$ cat src/hdl/bmhq_pkg.sv
// Shared types and constants for the binary min-heap priority queue.
// Used by bmhq_ctrl, bmhq_dpath and binary_min_heap_queue; no dependencies.
package bmhq_pkg;

  localparam int HEAP_DEPTH = 64;
  localparam int AW = $clog2(HEAP_DEPTH);       // slot address width
  localparam int CW = $clog2(HEAP_DEPTH + 1);   // entry count width
  localparam int LW = AW + 1;                   // child index width

  typedef enum logic [1:0] {
    STAT_OK    = 2'd0,
    STAT_EMPTY = 2'd1,
    STAT_FULL  = 2'd2
  } status_e;

  typedef struct packed {
    logic signed [31:0] prio;
    logic        [31:0] payload;
  } entry_t;

  typedef enum logic [2:0] {
    S_IDLE,
    S_DECIDE,
    S_UP_RD,
    S_UP_CMP,
    S_DN_LOAD,
    S_DN_RD,
    S_DN_CMP
  } state_e;

  typedef enum logic [3:0] {
    CMD_NONE,
    CMD_ACCEPT,
    CMD_REJECT,
    CMD_UP_INIT,
    CMD_UP_READ,
    CMD_UP_MOVE,
    CMD_UP_PLACE,
    CMD_DN_INIT,
    CMD_DN_LOAD,
    CMD_DN_READ,
    CMD_DN_MOVE,
    CMD_DN_PLACE
  } cmd_e;

  typedef struct packed {
    logic is_deq;
    logic full;
    logic empty;
    logic at_root;
    logic up_less;
    logic dn_leaf;
    logic dn_less;
  } stat_t;

endpackage

$ cat src/hdl/bmhq_ctrl.sv
// Sequencer for the min-heap queue: walks the sift-up and sift-down loops.
// Depends on bmhq_pkg; drives commands into bmhq_dpath and reads its status.
module bmhq_ctrl (
  input  logic            clk_i,
  input  logic            rst_ni,
  input  logic            start_i,
  input  bmhq_pkg::stat_t stat_i,
  output bmhq_pkg::cmd_e  cmd_o,
  output logic            busy_o
);

  bmhq_pkg::state_e state_q, state_d;

  always_ff @(posedge clk_i or negedge rst_ni) begin
    if (!rst_ni) begin
      state_q <= bmhq_pkg::S_IDLE;
    end else begin
      state_q <= state_d;
    end
  end

  always_comb begin
    state_d = state_q;
    case (state_q)
      bmhq_pkg::S_IDLE: begin
        if (start_i) state_d = bmhq_pkg::S_DECIDE;
      end
      bmhq_pkg::S_DECIDE: begin
        if (stat_i.is_deq) begin
          state_d = stat_i.empty ? bmhq_pkg::S_IDLE : bmhq_pkg::S_DN_LOAD;
        end else begin
          state_d = stat_i.full ? bmhq_pkg::S_IDLE : bmhq_pkg::S_UP_RD;
        end
      end
      bmhq_pkg::S_UP_RD: begin
        state_d = stat_i.at_root ? bmhq_pkg::S_IDLE : bmhq_pkg::S_UP_CMP;
      end
      bmhq_pkg::S_UP_CMP: begin
        state_d = stat_i.up_less ? bmhq_pkg::S_UP_RD : bmhq_pkg::S_IDLE;
      end
      bmhq_pkg::S_DN_LOAD: begin
        state_d = bmhq_pkg::S_DN_RD;
      end
      bmhq_pkg::S_DN_RD: begin
        state_d = stat_i.dn_leaf ? bmhq_pkg::S_IDLE : bmhq_pkg::S_DN_CMP;
      end
      bmhq_pkg::S_DN_CMP: begin
        state_d = stat_i.dn_less ? bmhq_pkg::S_DN_RD : bmhq_pkg::S_IDLE;
      end
      default: state_d = bmhq_pkg::S_IDLE;
    endcase
  end

  always_comb begin
    cmd_o  = bmhq_pkg::CMD_NONE;
    busy_o = (state_q != bmhq_pkg::S_IDLE);
    case (state_q)
      bmhq_pkg::S_IDLE: begin
        if (start_i) cmd_o = bmhq_pkg::CMD_ACCEPT;
      end
      bmhq_pkg::S_DECIDE: begin
        if (stat_i.is_deq) begin
          cmd_o = stat_i.empty ? bmhq_pkg::CMD_REJECT : bmhq_pkg::CMD_DN_INIT;
        end else begin
          cmd_o = stat_i.full ? bmhq_pkg::CMD_REJECT : bmhq_pkg::CMD_UP_INIT;
        end
      end
      bmhq_pkg::S_UP_RD: begin
        cmd_o = stat_i.at_root ? bmhq_pkg::CMD_UP_PLACE : bmhq_pkg::CMD_UP_READ;
      end
      bmhq_pkg::S_UP_CMP: begin
        cmd_o = stat_i.up_less ? bmhq_pkg::CMD_UP_MOVE : bmhq_pkg::CMD_UP_PLACE;
      end
      bmhq_pkg::S_DN_LOAD: begin
        cmd_o = bmhq_pkg::CMD_DN_LOAD;
      end
      bmhq_pkg::S_DN_RD: begin
        cmd_o = stat_i.dn_leaf ? bmhq_pkg::CMD_DN_PLACE : bmhq_pkg::CMD_DN_READ;
      end
      bmhq_pkg::S_DN_CMP: begin
        cmd_o = stat_i.dn_less ? bmhq_pkg::CMD_DN_MOVE : bmhq_pkg::CMD_DN_PLACE;
      end
      default: cmd_o = bmhq_pkg::CMD_NONE;
    endcase
  end

endmodule

$ cat config.mk
export PLATFORM = sky130hd
export DESIGN_NAME = bmhq_ctrl
export DESIGN_NICKNAME = d
export VERILOG_FILES = /design/src/hdl/bmhq_pkg.sv /design/src/hdl/bmhq_ctrl.sv
export SDC_FILE = /design/constraint.sdc
export NUM_CORES = 1
export LEC_CHECK = 0
export ABC_CLOCK_PERIOD_IN_PS = 4000
export BUFFER_PORTS_ARGS = -buffer_cell sky130_fd_sc_hd__buf_4
export CAP_MARGIN = 20
export CELL_PAD_IN_SITES_DETAIL_PLACEMENT = 0
export CELL_PAD_IN_SITES_GLOBAL_PLACEMENT = 2
export CORE_UTILIZATION = 21
export DETAILED_ROUTE_END_ITERATION = 7
export PLACE_DENSITY_LB_ADDON = 0.1
export SYNTH_ARGS = -nofsm -noshare
export SYNTH_HDL_FRONTEND = slang
export SYNTH_SLANG_ARGS = --single-unit
$ cat constraint.sdc
create_clock -name clk_i -period 4 [get_ports clk_i]
set_clock_uncertainty 0.2 [all_clocks]
set_input_delay 0.6 -clock clk_i [delete_from_list [all_inputs] [get_ports clk_i]]
set_output_delay 0.6 -clock clk_i [all_outputs]
set_load 0.02 [all_outputs]
==> results of run 1 <==
stage by stage:
stage | utilization (%) | area (µm²) | hold WS, ns
2_1_floorplan | - | 274 | 0.104
3_3_place_gp | 33.0 | 382 | 0.187
3_5_place_dp | 33.0 | 382 | 0.190
4_1_cts | 36.1 | 418 | 0.485
5_1_grt | 36.1 | 418 | 0.498
6_report | 36.1 | 418 | 0.484
worst max-delay path by stage:
stage	start	slack (ns)	cells after the start	endpoint
after floorplan	stat_i[6]	1.87	3	cmd_o[0]
after global placement	stat_i[6]	1.69	5	cmd_o[0]
after detailed placement	stat_i[6]	1.68	5	cmd_o[0]
after CTS	state_q[1]	1.57	4	cmd_o[0]
after global routing	state_q[1]	1.49	4	cmd_o[0]
final	state_q[1]	1.59	4	cmd_o[0]
logic make-up after synthesis:
kind of cell           count (synthesis)
buffers and inverters                  5
flip-flops                             3
AO/OA/AOI/OAI                         16
AND/OR/NAND/NOR                       14
Yosys cell counts (all sizes together):
cell,instances,area share [%]
a211o,1,3.2
o31ai,1,2.7
or3,1,2.3
o21a,1,2.7
nor2,1,1.4
o21ai,3,5.5
o21bai,1,2.7
a21oi,5,11
nand2,5,6.9
dfrtp,3,27
nor2b,4,9.1
nor3,1,1.8
inv,2,2.7
nand3,1,1.8
o221ai,1,3.2
buf,3,5.5
a211oi,3,8.2
nand2b,1,2.3
worst max-delay path, stage by stage, from the launching register on:
cell      delay [ns]
dfrtp_1         0.50
or3_1           0.44
a21oi_2         0.15
o21bai_1        0.13
buf_4           0.16
cell type report:
type | count | area, µm² | area share (%)
timing repair buffer | 15 | 115 | 27.5
clock buffer | 4 | 26.3 | 6.29
inverter | 2 | 7.51 | 1.80
multi-input combinational | 30 | 176 | 42.2
tap | 14 | 17.5 | 4.19
sequential | 3 | 75.1 | 18.0
power by group through the flow:
stage | Combinational, mW | Clock, mW | Sequential, mW
6_report | 0.203 | 0.0517 | 0.0866
5_1_grt | 0.217 | 0.0582 | 0.0905
4_1_cts | 0.204 | 0.0543 | 0.0855
3_5_place_dp | 0.202 | 0 | 0.0861
3_3_place_gp | 0.204 | 0 | 0.0855
2_1_floorplan | 0.161 | 0 | 0.0515
metal layers:
layer	track usage (%)	wire, µm	up-vias
li1	-	-	170
met1	16.0	357	160
met2	19.5	411	5
met3	2.33	29	0
met4	13.4	0	0
met5	0	0	-
repair_timing:
action / 4_1_cts / 5_1_grt
endpoints found under the hold margin: 3 / 0
buffers inserted: 0 / 0
hold buffers: 1 / 0
==> metrics, run 1 <==
leading cell types in the layout, fill and taps excluded=buf_4, nand2_1, nor2b_1, a21oi_1; Final min period=2.41 ns; CTS Sinks=3; clk_lat worst skew=0.23 ns; Biggest register=state_q; Rel. slew slack=75.9%; reg2reg end=state_q[1]; Net Sw Frac=49.1%; antenna viol nets, final=0; post-synthesis cell type count=20; port bufs=14; Hold WC Path Type=input pin to flip-flop; post-layout power=roughly 0.34 mW; Yosys warning count=0; sequential share of power=25.4%; TritonCTS clock tree=built; I/O pin count=15; NumNets Final=between 60 and 70; startpoint types=flip-flop; largest family of logic cells by synthesized area=compound AO/OA/AOI/OAI gates; clock network power share=between 15 and 20%; Clock Tree Buf Depth=2; DR pass1 iterations=4; GRT overflow=0; setup TNS=0 ns; antenna violations before repair=0; DP Worst Slack=1.68 ns; core region area=about 1200 µm²; Synth Area in Compound Gates=38.8%; post-synth net total=48; via/cell ratio=4.93; post-synthesis mux area share=0%; synth-to-layout area growth=52.5%; DR iter-0 viols=5; largest net degree at the start of global routing=14; Switch Pwr=0.167 mW; WHS Endpoint=state_q[2]; Comb power frac=59.4%; cells after synthesis=38; max-slew violations=0; layout cells sized above 1=a little over a third; fmax=0.415 GHz; status=completed; Root Driver=clkbuf_4; Synth Area in Simple Gates=25.6%; routed vias=335; R2R cell count=3; DP HPWL=622 µm; placed cells=63; Worst Setup End Kind=output port; critical path class=flip-flop to output port; CP required=3.20 ns; Synth Cell Area=roughly 270 µm²; Seq/Total Area, Yosys=27.4%; Largest regs=state_q x3; first-pass GRT wire length=1280 µm; arrival time worst endpoint=around 1.6 ns; #FFs+latches synth=3; Clock transition at path regs=0.03 ns; Tot GR Track Use=a little over an eighth; number of buffers created by CTS=3; hold path cells=4; final setup fails=0; gp weighted congestion=0.747; starting density of the core=23.7%; Avg Cell Area, Syn=7.21 µm²; transition time of the tightest slew-check pin=0.362 ns; total die area=1450 µm²; Hold Crit Start=stat_i[4]; row count=12; DIE WIDTH=approximately 38 µm; post-synthesis adder-cell area fraction=0%; final-report hold violation count=0; drt wl/cell=11.7 µm; total wire length=797 µm; most common cell after layout, fill and taps aside=buf_4; vias in the first global route=303; max reg flops=3; H-tree levels=1; critical-path maximum fanout=13; post-route insts no fill=68; worst setup margin=1.59 ns; reg2reg start=state_q[1]; # DRC=0; internal power=0.173 mW; setup slack, reg-to-reg=2.55 ns; leak pwr=0.188 nW; max cap viols=0; Worst VDD drop=0.000434 V; die extent in y=38.1 µm; Antenna Cells=0; fillers=125; final worst-path cycle share=around three fifths; cts repair resizes=0; Post-Synth XOR/XNOR Area=0%; pwr dens=about 800 nW/µm²; RSZ-0062 raised after global routing=false
No activity file was read; power rests on OpenSTA's default activity.
==> inputs of run 2 (changes only) <==
Settings changed: ABC_AREA set to 1, ABC_CLOCK_PERIOD_IN_PS 4000 to 2190, CORE_UTILIZATION 21 to 17.
Clock period 4 ns to 2.19 ns, I/O delays scaled along.
==> run 2 against run 1 <==
  * Sequential power grew 64%
  * Sequential share of layout area shrank 0.82 points
  * Synthesized area grew 9.1%
  * Wire length grew 5.8%
  * Non-clock buffer count is the same
  * Critical path type unchanged
  * Clock power grew 84%
  * Core utilization shrank 8.4 points
  * Cell count grew 24%
  * Critical endpoint is now cmd_o[2]
  * Highest routed layer unchanged
==> metrics, run 2 <==
Largest regs=state_q x3; ys flop type=dfrtp_1; antenna viol nets, final=0 (unchanged); Tot GR Track Use=10.3% (-3.1 points); NumNets Final=79 (+22%); max-slew violations=0 (unchanged); Synth area leaders=dfrtp_1, nand2_1, nor2_1; port bufs=14 (unchanged); Biggest register=state_q; critical path class=flip-flop to output port; Hold Crit Start=start_i; Root Driver=clkbuf_4; post-synthesis cell type count=13 (-35%); hold path cells=3 (-1); fmax=0.517 GHz; CTS Sinks=3 (unchanged); #FFs+latches synth=3 (unchanged); leading cell types in the layout, fill and taps excluded=buf_4, nand2_1, nor2_1, inv_1, nand3_1; total die area=1930 µm² (+33%); Final min period=1.93 ns; starting density of the core=19.0% (-4.7 points); H-tree levels=1 (unchanged); most common cell after layout, fill and taps aside=buf_4; cells after synthesis=51 (+34%); # DRC=0 (unchanged); core region area=1580 µm² (+36%); final setup fails=0 (unchanged); DIE WIDTH=43.9 µm (+15%); via/cell ratio=4.38 (-11%); post-synth net total=61 (+27%); total wire length=843 µm (+5.8%); Worst Setup End Kind=output port; leak pwr=0.242 nW (+29%); number of buffers created by CTS=3 (unchanged); CP required=1.66 ns (-1.54 ns); DR iter-0 viols=2 (-3); pwr dens=1490 nW/µm² (+83%); Clock transition at path regs=0.04 ns (about the same); first-pass GRT wire length=1410 µm (+11%); R2R cell count=5 (+2); arrival time worst endpoint=1.41 ns (-0.20 ns); critical-path maximum fanout=9 (-4); Worst VDD drop=0.000336 V (-23%); gp weighted congestion=0.670 (-10%); largest area contributor in the netlist=dfrtp_1; final worst-path cycle share=88.3%; RSZ-0062 raised after global routing=false; DP Area=402 µm² (+5.2%); WHS Endpoint=state_q[0]; number of synthesized flops with an enable pin=0 (unchanged); setup TNS=0 ns (unchanged); Synth top cells by count=nand2_1, nor2_1, inv_1; vias in the first global route=340 (+12%); Antenna Cells=0 (unchanged); largest net degree at the start of global routing=10 (-4); Post-CTS Setup Bufs=0 (unchanged); post-route cell area=438 µm² (+4.8%); Seq/Total Area, Yosys=25.1% (-2.3 points); Yosys warning count=0 (unchanged); status=completed; Clock Tree Buf Depth=2 (unchanged); max reg flops=3 (unchanged); Hold WC Path Type=input pin to flip-flop; drt wl/cell=10.0 µm (-14%); GRT overflow=0 (unchanged); max cap viols=0 (unchanged); I/O pin count=15 (unchanged); antenna violations before repair=0 (unchanged); die extent in y=43.9 µm (+15%); Synth top area share=25.1% (-2.3 points); Synth Cell Area=299 µm² (+9.1%); reg2reg start=state_q[1]; transition time of the tightest slew-check pin=0.315 ns (-0.0472 ns); layout cells sized above 1=32.4% (-2.8 points); Async SR Flop Fraction=100% (unchanged); clk_lat worst skew=0.23 ns (about the same); startpoint types=flip-flop; TritonCTS clock tree=built; row count=14 (+2); routed vias=368 (+9.9%); setup slack, reg-to-reg=0.92 ns (-1.63 ns); reg2reg end=state_q[2]; DR pass1 iterations=5 (+1); Rel. slew slack=79.0% (+3.1 points); final-report hold violation count=0 (unchanged); synth-to-layout area growth=46.4%; Avg Cell Area, Syn=5.86 µm² (-19%)
-- run 2: cell types whose count changed in the layout (fill, tap and decap cells not counted), sizes merged, moves of 2 or more --
cell	change
nand4	+4
o21ai	-2
a21oi	-3
inv	+6
nor2	+12
nand2	+7
nand3	+4
nor2b	-4
a211oi	-3
-- run 2: metal layers --
layer | GRT usage [%] | routed length, µm | vias to the layer above
li1 | - | - | 194
met1 | 13.2 | 388 | 163
met2 | 14.9 | 420 | 11
met3 | 2.50 | 34 | 0
met4 | 7.27 | 0 | 0
met5 | 0 | 0 | -
-- run 2: logic make-up (layout without fill, tap and decap cells) --
group | after synthesis | in the layout | synth area share [%]
compound gates | 3 | 3 | 5.02
buf+inv | 10 | 27 | 17.6
flops | 3 | 3 | 25.1
simple gates | 35 | 35 | 52.3
-- run 2: how the worst max path moves through the flow --
stage,cells past startpoint,end,from
detailed placement,6,cmd_o[2],state_q[1]
CTS,6,cmd_o[2],state_q[1]
global placement,6,cmd_o[2],state_q[1]
floorplan,6,cmd_o[2],state_q[1]
finish,6,cmd_o[2],state_q[1]
global route,6,cmd_o[2],state_q[1]
-- run 2: area by class of cell --
class / count / area, µm²
multi-input cells: 38 / 171
flip-flops and latches: 3 / 75.1
clock buffers: 4 / 26.3
inverters: 8 / 30.0
well taps: 16 / 20.0
fillers: 188 / 1140
repair buffers: 15 / 115
-- run 2: critical path, stage by stage, from the launching register on --
cell and delay, ns:
dfrtp_1 0.47, nor2_2 0.20, nand2_1 0.08, nor2_2 0.11, inv_1 0.07, o21ai_0 0.07
buf_4 0.17
-- run 2: repair_timing --
action / 4_1_cts / 5_1_grt
hold buffers: 1 / 0
endpoints found under the hold margin: 3 / 0
gates resized for setup: 0 / 0
-- run 2: through the flow --
stage                     hold slack, ns  power [mW]  std cells  setup slack [ns]  utilization, %
after floorplan                   -0.167       0.436         51             0.601               -
after global placement           -0.0813       0.572         79             0.505            25.5
after detailed placement         -0.0825       0.564         79             0.496            25.5
after CTS                          0.173       0.665         84             0.247            27.8
after global routing               0.203       0.718         84            0.0967            27.8
final                              0.175       0.653         84             0.256            27.8
-- run 2: report_power, final --
| group | leakage, nW | internal [mW] | total [mW] | switching, mW |
|---|---|---|---|---|
| logic | 0.189 | 0.165 | 0.416 | 0.251 |
| clock network | 0.0150 | 0.0681 | 0.0949 | 0.0268 |
| registers | 0.0387 | 0.0821 | 0.142 | 0.0597 |
